===== src/rtl/core/mfde_pkg.sv =====
// Package for the monochrome framebuffer draw engine.
// Holds geometry constants, command codes, controller states, the control structs
// and the font table. It depends on nothing.
package mfde_pkg;

   localparam int NATIVE_WIDTH  = 128;
   localparam int NATIVE_HEIGHT = 32;
   localparam int STORE_SIZE    = NATIVE_WIDTH * NATIVE_HEIGHT / 8;
   localparam int ADDR_W        = $clog2(STORE_SIZE);
   localparam int GLYPH_COLS    = 5;
   localparam int GLYPH_ROWS    = 7;
   localparam int DIGIT_STEP    = 6;
   localparam int NUM_DIGITS    = 5;
   localparam int BCD_STEPS     = 16;

   typedef enum logic [2:0] {
      MODE_CLEAR   = 3'd0,
      MODE_PIXEL   = 3'd1,
      MODE_FILL    = 3'd2,
      MODE_OUTLINE = 3'd3,
      MODE_CHAR    = 3'd4,
      MODE_NUMBER  = 3'd5,
      MODE_READ    = 3'd6,
      MODE_NONE    = 3'd7
   } mode_type;

   typedef enum logic [2:0] {
      ST_CLEAR,
      ST_IDLE,
      ST_BCD,
      ST_DIGIT,
      ST_SCAN,
      ST_WRITE,
      ST_READ,
      ST_RESP
   } state_type;

   typedef struct packed {
      logic load;
      logic clear_step;
      logic bcd_step;
      logic num_start;
      logic scan_rd;
      logic advance;
      logic plot_write;
      logic read_issue;
      logic resp_load;
   } cmd_type;

   typedef struct packed {
      logic clear_last;
      logic bcd_last;
      logic walk_done;
      logic hit;
      logic out_free;
   } status_type;

   // Five columns packed as {col4, col3, col2, col1, col0}; bit 0 of a column is the top row.
   function automatic logic [39:0] glyph_bits(input logic [7:0] code_in);
      logic [7:0] code;
      logic [39:0] g;
      code = code_in;
      if (code >= 8'h61 && code <= 8'h7A) begin
         code = 8'(code - 8'h20);
      end
      unique case (code)
         8'h30: g = {8'h3E, 8'h45, 8'h49, 8'h51, 8'h3E};
         8'h31: g = {8'h00, 8'h40, 8'h7F, 8'h42, 8'h00};
         8'h32: g = {8'h46, 8'h49, 8'h51, 8'h61, 8'h42};
         8'h33: g = {8'h31, 8'h4B, 8'h45, 8'h41, 8'h21};
         8'h34: g = {8'h10, 8'h7F, 8'h12, 8'h14, 8'h18};
         8'h35: g = {8'h39, 8'h45, 8'h45, 8'h45, 8'h27};
         8'h36: g = {8'h30, 8'h49, 8'h49, 8'h4A, 8'h3C};
         8'h37: g = {8'h03, 8'h05, 8'h09, 8'h71, 8'h01};
         8'h38: g = {8'h36, 8'h49, 8'h49, 8'h49, 8'h36};
         8'h39: g = {8'h1E, 8'h29, 8'h49, 8'h49, 8'h06};
         8'h41: g = {8'h7E, 8'h11, 8'h11, 8'h11, 8'h7E};
         8'h42: g = {8'h36, 8'h49, 8'h49, 8'h49, 8'h7F};
         8'h43: g = {8'h22, 8'h41, 8'h41, 8'h41, 8'h3E};
         8'h44: g = {8'h1C, 8'h22, 8'h41, 8'h41, 8'h7F};
         8'h45: g = {8'h41, 8'h49, 8'h49, 8'h49, 8'h7F};
         8'h46: g = {8'h01, 8'h09, 8'h09, 8'h09, 8'h7F};
         8'h47: g = {8'h7A, 8'h49, 8'h49, 8'h41, 8'h3E};
         8'h48: g = {8'h7F, 8'h08, 8'h08, 8'h08, 8'h7F};
         8'h49: g = {8'h00, 8'h41, 8'h7F, 8'h41, 8'h00};
         8'h4A: g = {8'h01, 8'h3F, 8'h41, 8'h40, 8'h20};
         8'h4B: g = {8'h41, 8'h22, 8'h14, 8'h08, 8'h7F};
         8'h4C: g = {8'h40, 8'h40, 8'h40, 8'h40, 8'h7F};
         8'h4D: g = {8'h7F, 8'h02, 8'h0C, 8'h02, 8'h7F};
         8'h4E: g = {8'h7F, 8'h10, 8'h08, 8'h04, 8'h7F};
         8'h4F: g = {8'h3E, 8'h41, 8'h41, 8'h41, 8'h3E};
         8'h50: g = {8'h06, 8'h09, 8'h09, 8'h09, 8'h7F};
         8'h51: g = {8'h5E, 8'h21, 8'h51, 8'h41, 8'h3E};
         8'h52: g = {8'h46, 8'h29, 8'h19, 8'h09, 8'h7F};
         8'h53: g = {8'h31, 8'h49, 8'h49, 8'h49, 8'h46};
         8'h54: g = {8'h01, 8'h01, 8'h7F, 8'h01, 8'h01};
         8'h55: g = {8'h3F, 8'h40, 8'h40, 8'h40, 8'h3F};
         8'h56: g = {8'h1F, 8'h20, 8'h40, 8'h20, 8'h1F};
         8'h57: g = {8'h3F, 8'h40, 8'h38, 8'h40, 8'h3F};
         8'h58: g = {8'h63, 8'h14, 8'h08, 8'h14, 8'h63};
         8'h59: g = {8'h07, 8'h08, 8'h70, 8'h08, 8'h07};
         8'h5A: g = {8'h43, 8'h45, 8'h49, 8'h51, 8'h61};
         8'h2D: g = {8'h08, 8'h08, 8'h08, 8'h08, 8'h08};
         8'h2E: g = {8'h00, 8'h00, 8'h60, 8'h60, 8'h00};
         8'h3A: g = {8'h00, 8'h00, 8'h36, 8'h36, 8'h00};
         default: g = '0;
      endcase
      return g;
   endfunction

endpackage


===== src/rtl/core/mfde_ctrl.sv =====
// Controller state machine of the framebuffer draw engine.
// Sequences clear sweeps, number conversion, pixel walks, reads and the response.
// Depends on mfde_pkg.
module mfde_ctrl (
   input  logic                  clock,
   input  logic                  reset,
   input  logic                  req_valid,
   input  logic [2:0]            req_mode,
   output logic                  req_stall,
   input  mfde_pkg::status_type  status,
   output mfde_pkg::cmd_type     cmd
);

   mfde_pkg::state_type state_ff, state_in;
   logic pend_ff, pend_in;
   logic accept;

   assign req_stall = (state_ff != mfde_pkg::ST_IDLE);
   assign accept    = req_valid && !req_stall;

   always_ff @(posedge clock) begin
      if (reset) begin
         state_ff <= mfde_pkg::ST_CLEAR;
         pend_ff  <= 1'b0;
      end else begin
         state_ff <= state_in;
         pend_ff  <= pend_in;
      end
   end

   always_comb begin
      state_in = state_ff;
      pend_in  = pend_ff;
      unique case (state_ff)
         mfde_pkg::ST_CLEAR: begin
            if (status.clear_last) begin
               state_in = pend_ff ? mfde_pkg::ST_RESP : mfde_pkg::ST_IDLE;
               pend_in  = 1'b0;
            end
         end
         mfde_pkg::ST_IDLE: begin
            if (accept) begin
               unique case (mfde_pkg::mode_type'(req_mode))
                  mfde_pkg::MODE_CLEAR: begin
                     state_in = mfde_pkg::ST_CLEAR;
                     pend_in  = 1'b1;
                  end
                  mfde_pkg::MODE_NUMBER: state_in = mfde_pkg::ST_BCD;
                  mfde_pkg::MODE_READ:   state_in = mfde_pkg::ST_READ;
                  mfde_pkg::MODE_NONE:   state_in = mfde_pkg::ST_RESP;
                  default:               state_in = mfde_pkg::ST_SCAN;
               endcase
            end
         end
         mfde_pkg::ST_BCD: begin
            if (status.bcd_last) begin
               state_in = mfde_pkg::ST_DIGIT;
            end
         end
         mfde_pkg::ST_DIGIT: state_in = mfde_pkg::ST_SCAN;
         mfde_pkg::ST_SCAN: begin
            if (status.walk_done) begin
               state_in = mfde_pkg::ST_RESP;
            end else if (status.hit) begin
               state_in = mfde_pkg::ST_WRITE;
            end
         end
         mfde_pkg::ST_WRITE: state_in = mfde_pkg::ST_SCAN;
         mfde_pkg::ST_READ:  state_in = mfde_pkg::ST_RESP;
         mfde_pkg::ST_RESP: begin
            if (status.out_free) begin
               state_in = mfde_pkg::ST_IDLE;
            end
         end
         default: state_in = mfde_pkg::ST_IDLE;
      endcase
   end

   always_comb begin
      cmd = '0;
      unique case (state_ff)
         mfde_pkg::ST_CLEAR: cmd.clear_step = 1'b1;
         mfde_pkg::ST_IDLE:  cmd.load       = accept;
         mfde_pkg::ST_BCD:   cmd.bcd_step   = 1'b1;
         mfde_pkg::ST_DIGIT: cmd.num_start  = 1'b1;
         mfde_pkg::ST_SCAN: begin
            if (!status.walk_done) begin
               cmd.scan_rd = status.hit;
               cmd.advance = !status.hit;
            end
         end
         mfde_pkg::ST_WRITE: begin
            cmd.plot_write = 1'b1;
            cmd.advance    = 1'b1;
         end
         mfde_pkg::ST_READ:  cmd.read_issue = 1'b1;
         mfde_pkg::ST_RESP:  cmd.resp_load  = status.out_free;
         default: cmd = '0;
      endcase
   end

endmodule


===== config.mk =====
export PLATFORM = sky130hd
export DESIGN_NAME = mfde_ctrl
export DESIGN_NICKNAME = d
export VERILOG_FILES = /design/src/rtl/core/mfde_pkg.sv /design/src/rtl/core/mfde_ctrl.sv
export SDC_FILE = /design/constraint.sdc
export NUM_CORES = 1
export LEC_CHECK = 0
export ABC_CLOCK_PERIOD_IN_PS = 2200
export CORE_AREA = 2 2 39 41
export DETAILED_ROUTE_END_ITERATION = 10
export DIE_AREA = 0 0 41 43
export DONT_BUFFER_PORTS = 1
export PLACE_DENSITY = 0.54
export SYNTH_ARGS = -nofsm -noshare
export SYNTH_HDL_FRONTEND = slang
export SYNTH_SLANG_ARGS = --single-unit

===== constraint.sdc =====
create_clock -name clock -period 2.2 [get_ports clock]
set_input_delay 0.44 -clock clock [delete_from_list [all_inputs] [get_ports clock]]
set_output_delay 0.44 -clock clock [all_outputs]
set_load 0.05 [all_outputs]

After elaboration in Yosys (flattened, before gate mapping)
Index checks and enable logic that the tools add are counted.

Register bits: 4. Input bits: 11. Output and inout bits: 10. Word-level logic and storage cells: 51.

Equal/unequal tests: 17. Muxes and demuxes: 23. Reductions and logical operators: 9.

Operator list (count): == test 3 bit (second input constant) (7); two-way mux 3 bit (7); case mux 3 bit (7 select lines) (1); case mux 3 bit (4 select lines) (1); two-way mux 1 bit (11); inequality test 2 bit (second input constant) (4); == test 3 x 2 -> 1 bit (second input constant) (2); logical NOT 3 bit (2); AND reduction 5 bit (1); case mux 1 bit (2 select lines) (2); AND reduction 4 bit (1); == test 3 x 1 -> 1 bit (second input constant) (1); inequality test 3 x 1 -> 1 bit (second input constant) (1); inequality test 3 bit (second input constant) (1); logical NOT 1 bit (2); two-way mux 2 bit (1); inequality test 2 x 1 -> 1 bit (second input constant) (1); nonzero test 2 bit (1); OR reduction 2 bit (1); logical AND 1 bit (1).

Longest topological paths before layout
Gate-level depths: netlist (run 1).

Word-level depth: 5. Mapped depth: 5. Gate-level depth less buffers: 4.

Worst setup path before layout (run 1)
OpenSTA, ideal clock, no wires.

Kind: register to output. Start point: reg state_ff[0]. End point: out cmd[5] (netlist bit). Arrival time: 1.858 ns. Required time: 1.760 ns. Setup slack: -0.098 ns. Stages on the path, launching flop included: 4. Path buffers: 2. Path through: dfxtp_1 buf_6 clkbuf_1 nor3b_1.

RTL lines: from (decl) (line mfde_ctrl.sv:14) `mfde_pkg::state_type state_ff, state_in;`; from (signal assigned) (line mfde_ctrl.sv:23) `state_ff <= mfde_pkg::ST_CLEAR;`; from (signal assigned) (line mfde_ctrl.sv:26) `state_ff <= state_in;`; to (decl) (line mfde_ctrl.sv:11) `output mfde_pkg::cmd_type cmd`.

==> reports/results.ini, run 1 <==
[status]
outcome=completed

[sta]
totalNegativeSetupSlack_ps=0
max_freq_ghz=0.475
setup_ws_ps=96.4
rsz0062_at_grt=false
fin_crit_sh_pct=95.6
fin_crit_ps=2100
relSlewSlack_pct=67.6
setup_viol=0
worst_pin_slew_ps=487
drv_slew=0
skew_ps=2.50
hold_violations=0

[logic_synthesis]
synthMuxAreaShare_pct=8.16
yosysSeqAreaShare_pct=18.7
postSynthAreaPerCell_um2=7.66
ys_seq_elements=4
synth_area_leaders=dfxtp_1, nor2_1, o2bb2ai_4, nor3_1, mux2i_1
synth-edff-count=0
yosys.area.top_type=dfxtp_1
async_reset_ff_share_pct=0
mappedNetlistArea_um2=429
yosysMostFrequentCell=nor2_1
synth_cells=56
synth_simple_gate_area_share_pct=37.0
synth-compound-area-share_pct=25.7
synth_flop_cell=dfxtp_1
yosysWarnings=0
synth_cell_types=34
synth_top_family_by_area=simple AND/OR/NAND/NOR gates
syn_nets=67
synth_common_cells=nor2_1, nor3_1, dfxtp_1, inv_1, nand2_1
synthAdderAreaFrac_pct=0
yosysTopAreaCellShare_pct=18.7
yosys.area_share.xor_xnor_pct=2.04

[global_routing]
antenna_found_initial=0
grt_pass1_vias=422
overflow=0
grt_use_total_pct=14.1
grt_start_max_net_pins=19
grt_pass1_wl_mm=1.66

[clocking]
htree_levels=1
cts.sinks=4
clk_pin_slew_ps=40
cts_resized=0
cts_tree=built
cts_root_buf=clkbuf_4
clockBufferDepth=2
clkLatencyLatePin_ps=240
numCtsBuffers=3
post_cts_buffers=0
holdBufCountCts=0

[critical_path]
required_ps=1760
cpLargestDelayFamily=simple AND/OR/NAND/NOR gates
worst_path_largest_cell_delay_ps=580
cp_slowest_cell=or4b_4
cp-end-kind=output pin
critPathBufInv=1
arrival_ps=1660
critPathLaunch=state_ff[1]$_SDFFE_PP0P_
startpoint_type=flip-flop
worstPathMaxFanout=9
r2r_start=state_ff[0]$_SDFFE_PP0P_
path_cells=or4b_4 > nor2_1 > o211a_1 > buf_12
critPathKind=flip-flop to output pin

[finish]
final_layout_size_suffix_gt1_share_pct=33.3
insertedDiodeCount=0
area_growth_pct=29.2
nets=79
fillers=160
fin_cells=82

[pwr]
combPwrFrac_pct=72.4
p_clk_share_pct=12.3
switching_share_pct=50.7
p_leak_uw=0.000231
p_total_uw=741
p_int_uw=365
switchingPower_uw=376
seqPwrFrac_pct=15.3
ir_drop_v=0.000438
power_density_nw_per_um2=1340

[floorplanning]
rows=14
coreArea_um2=1380
die_h_um=43
ios=21
dieArea_um2=1760
die_w_um=41
start_util_pct=31.0

[routing]
drtAntennaViolNets=0
wl_mm=1.02
drc_errors=0
vias_per_cell=5.23
drt_pass1_iterations=4
routedWlPerCell_um=12.4
vias=429
dr.first_iter.drc_count=5

[place]
numPortBuffers=0
dpl.cell_count=79
dp_slack_ps=335
gp_routability_congestion=0.778

[hold_path]
min_from=reset
hold_class=primary input to flip-flop

[flow_run]
maxCapViolCount=0

through the flow:
stage | util (%) | area [µm²] | hold slack [ps]
after global placement | 38.4 | 532 | 513
final | 40.1 | 554 | 273
after floorplan | - | 437 | 504
after global routing | 40.1 | 554 | 270
after CTS | 40.1 | 554 | 267
after detailed placement | 38.4 | 532 | 516
per-layer routing:
layer / vias to the layer above / share of wire [%] / wire (µm) / GRT usage [%]
li1: 224 / - / - / -
met1: 188 / 41 / 419 / 16.7
met2: 15 / 50 / 506 / 20.9
met3: 2 / 6.7 / 68 / 5.24
met4: 0 / 2.3 / 23 / 8.00
met5: - / 0 / 0 / 0
worst register-to-register path, delay by kind of cell (launching register included):
family	cells	cell delay, ps
flip-flops	1	330
AND/OR/NAND/NOR	3	810
multiplexers	1	50
buffers and inverters	2	420
sequential cells by signal, summed over array words and instances, names as in the netlist:
register and count:
state_ff 3, pend_ff 1
kinds of logic after synthesis:
family,count (synthesis)
xor gates and xnor gates,1
AOI/OAI and AO/OA,13
and+or+nand+nor,28
buffers and inverters,7
DFF,4
muxes,3
power by group through the flow:
stage | logic, µW | registers, µW | clock network, µW
detailed placement | 541 | 116 | 0
floorplan | 432 | 107 | 0
global placement | 541 | 115 | 0
global route | 576 | 118 | 100
finish | 537 | 113 | 91.3
CTS | 543 | 115 | 95.8
area by class of cell:
type / count / area [µm²] / area share [%]
multi-input combinational: 45 / 325 / 58.7
timing repair buffer: 11 / 95.1 / 17.2
sequential: 4 / 80.1 / 14.4
clock buffer: 3 / 22.5 / 4.06
tap: 16 / 20.0 / 3.61
inverter: 3 / 11.3 / 2.03
final timing paths:
path                         endpoint  cells after the start  slack (ps)
max                            cmd[3]                      4         100
max reg2reg  state_ff[2]$_SDFFE_PP0P_                      6         470
min reg2reg      pend_ff$_SDFFE_PP0P_                      2         560
min              pend_ff$_SDFFE_PP0P_                      1         270
placed cells by master, fill, tap and decap left out, types with 2 or more instances in the layout:
cell and count:
nor3_1 4, nor2_1 7, dfxtp_1 4, buf_4 10
a21oi_1 2, clkbuf_4 3, nand2b_1 2, mux2i_1 2
o21ai_0 2, nand2_1 3, inv_1 3
(Power assumes the default switching activity.)
==> inputs of run 2 (changes only) <==
CORE_AREA = 10 10 47 49   (was 2 2 39 41)
DIE_AREA = 0 0 57 59   (was 0 0 41 43)
==> reports/results.ini, run 2 (synthesized netlist as in run 1, its figures left out) <==
[finish]
regMostFlops=state_ff  ; unchanged
area_growth_pct=30.9  ; was 29.2%
nets=80  ; was 79
mostFrequentLayoutCells=buf_4, nor2_1, nor3_1, dfxtp_1  ; unchanged
largest_reg_flops=3  ; unchanged
seqCellArea_um2=80.1  ; unchanged
fillers=161  ; was 160
top_regs=state_ff x3, pend_ff x1  ; unchanged
insertedDiodeCount=0  ; unchanged
final_common_cell=buf_4  ; unchanged
fin_util_pct=40.1  ; about the same
multi_input_area_um2=325  ; unchanged
final_layout_size_suffix_gt1_share_pct=34.3  ; was 33.3%
fin_cells=83  ; was 82

[routing]
drtAntennaViolNets=0  ; unchanged
vias_per_cell=5.22  ; was 5.23
dr.first_iter.drc_count=6  ; was 5
drt_pass1_iterations=2  ; was 4
drc_errors=0  ; unchanged
vias=433  ; was 429
wl_mm=1.24  ; was 1.02 mm
routedWlPerCell_um=15.0  ; was 12.4 µm

[pwr]
power_density_nw_per_um2=1340  ; about the same
switchingPower_uw=385  ; was 376 µW
ir_drop_v=0.000502  ; was 0.000438 V
p_leak_uw=0.000237  ; was 0.000231 µW
switching_share_pct=51.0  ; was 50.7%
seqPwrFrac_pct=15.6  ; was 15.3%
p_clk_share_pct=12.0  ; was 12.3%
p_total_uw=755  ; was 741 µW
p_int_uw=370  ; was 365 µW
combPwrFrac_pct=72.3  ; was 72.4%

[critical_path]
worst_path_largest_cell_delay_ps=580  ; about the same
regToRegEndpoint=state_ff[2]$_SDFFE_PP0P_  ; unchanged
startpoint_type=flip-flop  ; unchanged
critPathKind=flip-flop to output pin  ; unchanged
cp_slowest_cell=or4b_4  ; unchanged
cpLargestDelayFamily=simple AND/OR/NAND/NOR gates  ; unchanged
cp-end-kind=output pin  ; unchanged
rr_worst_depth=6  ; unchanged
worstPathMaxFanout=6  ; was 9
path_cells=or4b_4 > nor2_1 > o211a_1 > buf_12  ; unchanged
required_ps=1760  ; about the same
r2r_start=state_ff[1]$_SDFFE_PP0P_  ; was state_ff[0]$_SDFFE_PP0P_
cp.depth=4  ; unchanged
arrival_ps=1590  ; was 1660 ps
r2r_slack_ps=550  ; was 470 ps
critPathLaunch=state_ff[0]$_SDFFE_PP0P_  ; was state_ff[1]$_SDFFE_PP0P_
critPathBufInv=1  ; unchanged

[flow_run]
maxCapViolCount=0  ; unchanged

[clocking]
clockBufferDepth=2  ; unchanged
clk_pin_slew_ps=40  ; about the same
clkLatencyLatePin_ps=230  ; was 240 ps
cts.sinks=4  ; unchanged
cts_tree=built  ; unchanged
numCtsBuffers=3  ; unchanged
holdBufCountCts=0  ; unchanged
cts_resized=0  ; unchanged
cts_root_buf=clkbuf_4  ; unchanged
post_cts_buffers=0  ; unchanged
htree_levels=1  ; unchanged

[global_routing]
grt_use_total_pct=6.55  ; was 14.1%
grt_start_max_net_pins=15  ; was 19
antenna_found_initial=0  ; unchanged
grt_pass1_vias=424  ; was 422
grt_pass1_wl_mm=1.84  ; was 1.66 mm
overflow=0  ; unchanged

[floorplanning]
coreArea_um2=1400  ; was 1380 µm²
rows=14  ; unchanged
dieArea_um2=3360  ; was 1760 µm²
start_util_pct=30.6  ; was 31.0%
die_h_um=59  ; was 43 µm
ios=21  ; unchanged
die_w_um=57  ; was 41 µm

[sta]
worst_pin_slew_ps=496  ; was 487 ps
fin_crit_ps=2030  ; was 2100 ps
rsz0062_at_grt=false  ; unchanged
skew_ps=1.67  ; was 2.50 ps
max_freq_ghz=0.491  ; was 0.475 GHz
setup_viol=0  ; unchanged
drv_slew=0  ; unchanged
relSlewSlack_pct=67.0  ; was 67.6%
fin_crit_sh_pct=92.5  ; was 95.6%
totalNegativeSetupSlack_ps=0  ; unchanged
hold_violations=0  ; unchanged

[status]
outcome=completed  ; unchanged

[hold_path]
hold_class=primary input to flip-flop  ; unchanged
min_from=reset  ; unchanged
min_path_cells=1  ; unchanged
holdPathEnd=pend_ff$_SDFFE_PP0P_  ; unchanged

[place]
dpl.cell_count=80  ; was 79
gp_routability_congestion=0.719  ; was 0.778
dpl.hpwl_mm=1.01
numPortBuffers=0  ; unchanged

[run 2: cell count changes in the layout (fill, tap and decap cells not counted), sizes merged]
cell and change:
buf +1
[run 2: final cells by class]
type	count	area share [%]
Timing Repair Buffer	12	18.3
Sequential cell	4	14.3
Multi-Input combinational cell	45	57.9
Clock buffer	3	4.01
Tap cell	16	3.56
Inverter	3	2.00
[run 2: power groups by stage]
stage	Sequential, µW	Combinational [µW]	Clock [µW]
after CTS	118	553	95.2
after global placement	117	552	0
final	118	546	90.9
after detailed placement	119	551	0
after floorplan	107	432	0
after global routing	122	581	98.9
[run 2: worst register-to-register path, cell delays in order (launching register included)]
cell and delay [ps]:
dfxtp_1 300, buf_4 160, or3b_2 510, buf_4 220
nor3_1 160, or4_1 120, mux2i_1 60
[run 2: worst max path at each step]
| stage | to | slack (ps) |
|---|---|---|
| 3_5_place_dp | cmd[3] | 370 |
| 5_1_grt | cmd[3] | 100 |
| 2_1_floorplan | cmd[6] | 60 |
| 4_1_cts | cmd[3] | 150 |
| 3_3_place_gp | cmd[3] | 370 |
| 6_report | cmd[3] | 170 |
[run 2: metrics by stage]
stage          area (µm²)  hold WS, ps  setup WS (ps)
5_1_grt               562          272           95.3
3_3_place_gp          539          515            373
3_5_place_dp          539          518            366
6_report              562          277            165
2_1_floorplan         437          504           64.9
4_1_cts               562          272            151
[run 2: per-layer routing]
metal / share of wire (%) / global-route usage (%)
met1: 41 / 6.49
met4: 0 / 2.01
met5: 0 / 0
met3: 11 / 3.86
met2: 48 / 11.3
==> inputs of run 3 (changes only) <==
ABC_AREA = 1   (was default)
PLACE_DENSITY = 0.59   (was 0.54)
==> reports/results.ini, run 3 <==
[status]
outcome=completed  ; unchanged

[routing]
routedWlPerCell_um=11.8  ; was 15.0 µm
vias=495  ; was 433
drc_errors=0  ; unchanged
drt_pass1_iterations=4  ; was 2
drtAntennaViolNets=0  ; unchanged
dr.first_iter.drc_count=11  ; was 6
vias_per_cell=4.81  ; was 5.22
wl_mm=1.21  ; was 1.24 mm

[logic_synthesis]
yosys.area.top_type=dfxtp_1  ; unchanged
synth_common_cells=nor2_1, nand2_1, inv_1, nand3_2  ; was nor2_1, nor3_1, dfxtp_1, inv_1, nand2_1
ys_seq_elements=4  ; unchanged
yosysTopAreaCellShare_pct=16.2  ; was 18.7%
synth-edff-count=0  ; unchanged
synth_area_leaders=dfxtp_1, nor2_1, nand2_1, nand3_2, buf_6  ; was dfxtp_1, nor2_1, o2bb2ai_4, nor3_1, mux2i_1
postSynthAreaPerCell_um2=6.24  ; was 7.66 µm²
yosysMostFrequentCell=nor2_1  ; unchanged
yosysSeqAreaShare_pct=16.2  ; was 18.7%
syn_nets=90  ; was 67
mappedNetlistArea_um2=493  ; was 429 µm²
synth_cell_types=21  ; was 34
async_reset_ff_share_pct=0  ; unchanged
yosysWarnings=0  ; unchanged
synth_cells=79  ; was 56
synth_flop_cell=dfxtp_1  ; unchanged

[sta]
totalNegativeSetupSlack_ps=0  ; unchanged
hold_violations=0  ; unchanged
worst_pin_slew_ps=508  ; was 496 ps
setup_viol=0  ; unchanged
relSlewSlack_pct=66.1  ; was 67.0%
drv_slew=0  ; unchanged
hold_ws_ps=417  ; was 277 ps
fin_crit_sh_pct=86.7  ; was 92.5%
skew_ps=0.952  ; was 1.67 ps
max_freq_ghz=0.524  ; was 0.491 GHz
rsz0062_at_grt=false  ; unchanged
fin_crit_ps=1910  ; was 2030 ps

[clocking]
clkLatencyLatePin_ps=230  ; about the same
cts_tree=built  ; unchanged
post_cts_buffers=0  ; unchanged
numCtsBuffers=3  ; unchanged
cts.sinks=4  ; unchanged
clockBufferDepth=2  ; unchanged
holdBufCountCts=0  ; unchanged
cts_resized=0  ; unchanged
clk_pin_slew_ps=30  ; was 40 ps
cts_root_buf=clkbuf_4  ; unchanged
htree_levels=1  ; unchanged

[floorplanning]
coreArea_um2=1400  ; unchanged
ios=21  ; unchanged
start_util_pct=35.2  ; was 30.6%
die_h_um=59  ; unchanged
dieArea_um2=3360  ; unchanged
die_w_um=57  ; unchanged
rows=14  ; unchanged

[finish]
mostFrequentLayoutCells=nor2_1, nand2_1, buf_4  ; was buf_4, nor2_1, nor3_1, dfxtp_1
final_layout_size_suffix_gt1_share_pct=33.3  ; was 34.3%
top_regs=state_ff x3, pend_ff x1  ; unchanged
final_common_cell=nor2_1  ; was buf_4
nets=100  ; was 80
insertedDiodeCount=0  ; unchanged
area_growth_pct=14.0  ; was 30.9%
regMostFlops=state_ff  ; unchanged
largest_reg_flops=3  ; unchanged
fin_area_um2=562  ; unchanged

[pwr]
ir_drop_v=0.000677  ; was 0.000502 V
p_total_uw=958  ; was 755 µW
power_density_nw_per_um2=1710  ; was 1340 nW/µm²
p_leak_uw=0.000283  ; was 0.000237 µW

[global_routing]
met3_usage_pct=3.86  ; unchanged
grt_start_max_net_pins=11  ; was 15
grt_busiest_layer=met2  ; unchanged
grt_pass1_vias=475  ; was 424
met2_usage_pct=10.7  ; was 11.3%
grt_pass1_wl_mm=1.99  ; was 1.84 mm
grt_use_total_pct=7.25  ; was 6.55%
overflow=0  ; unchanged
grt.met1_usage_pct=8.89  ; was 6.49%
antenna_found_initial=0  ; unchanged

[flow_run]
maxCapViolCount=0  ; unchanged

[critical_path]
required_ps=1760  ; about the same
startpoint_type=flip-flop  ; unchanged
arrival_ps=1470  ; was 1590 ps
critPathKind=flip-flop to output pin  ; unchanged
cp-end-kind=output pin  ; unchanged
worstPathMaxFanout=9  ; was 6

[place]
numPortBuffers=0  ; unchanged
dpl-instance-area_um2=539  ; unchanged
dpl.hpwl_mm=1.05  ; was 1.01 mm
gp_routability_congestion=0.777  ; was 0.719

[hold_path]
hold_class=primary input to flip-flop  ; unchanged

-- run 3: changes by cell type in the layout (fill, tap and decap cells not counted), moves of 3 or more --
cell     delta
nand3_2     +5
buf_4       -3
inv_1       +4
nand3_1     +4
nor2_4      +3
nor2_1      +9
o21ai_1     +4
nand2_1    +11
inv_2       +3
-- run 3: final cells by class --
cell class / count / area (µm²)
fill: 163 / 840
multi-input combinational: 60 / 324
sequential: 4 / 80.1
timing repair buffer: 8 / 60.1
inverter: 12 / 55.1
clock buffer: 3 / 22.5
tap: 16 / 20.0
-- run 3: path summary, 6_finish.rpt --
path / startpoint / end / cells past startpoint / slack [ps]
max: state_ff[2]$_SDFFE_PP0P_ / cmd[4] / 4 / 290
min: reset / pend_ff$_SDFFE_PP0P_ / 3 / 420
min reg2reg: pend_ff$_SDFFE_PP0P_ / pend_ff$_SDFFE_PP0P_ / 2 / 500
max reg2reg: state_ff[1]$_SDFFE_PP0P_ / state_ff[0]$_SDFFE_PP0P_ / 8 / 690
-- run 3: stage by stage --
step / setup slack (ps) / utilization, % / cells
3_3_place_gp: 569 / 38.5 / 100
6_report: 292 / 40.1 / 103
3_5_place_dp: 517 / 38.5 / 100
4_1_cts: 269 / 40.1 / 103
5_1_grt: 199 / 40.1 / 103
2_1_floorplan: 128 / - / 79
-- run 3: layer usage --
metal | share of wire [%] | wire, µm | vias to the layer above
met4 | 0 | 0 | 0
met3 | 7.6 | 92 | 0
met2 | 44 | 527 | 17
met1 | 49 | 592 | 210
li1 | - | - | 268
met5 | 0 | 0 | -
-- run 3: kinds of logic after synthesis --
logic type / after synthesis / synth area share (%)
simple gates: 51 / 55.3
buf+inv: 15 / 18.0
compound gates: 9 / 10.4
flops: 4 / 16.2
-- run 3: critical path: stages, from the launching register on --
cell and delay [ps]:
dfxtp_1 600, inv_8 80, nor3_1 180, and3b_1 190, buf_4 190
-- run 3: report_power, final --
group          internal, µW  switching (µW)
logic                   197             476
clock network          60.7            25.2
registers               101            98.2
total                   359             599
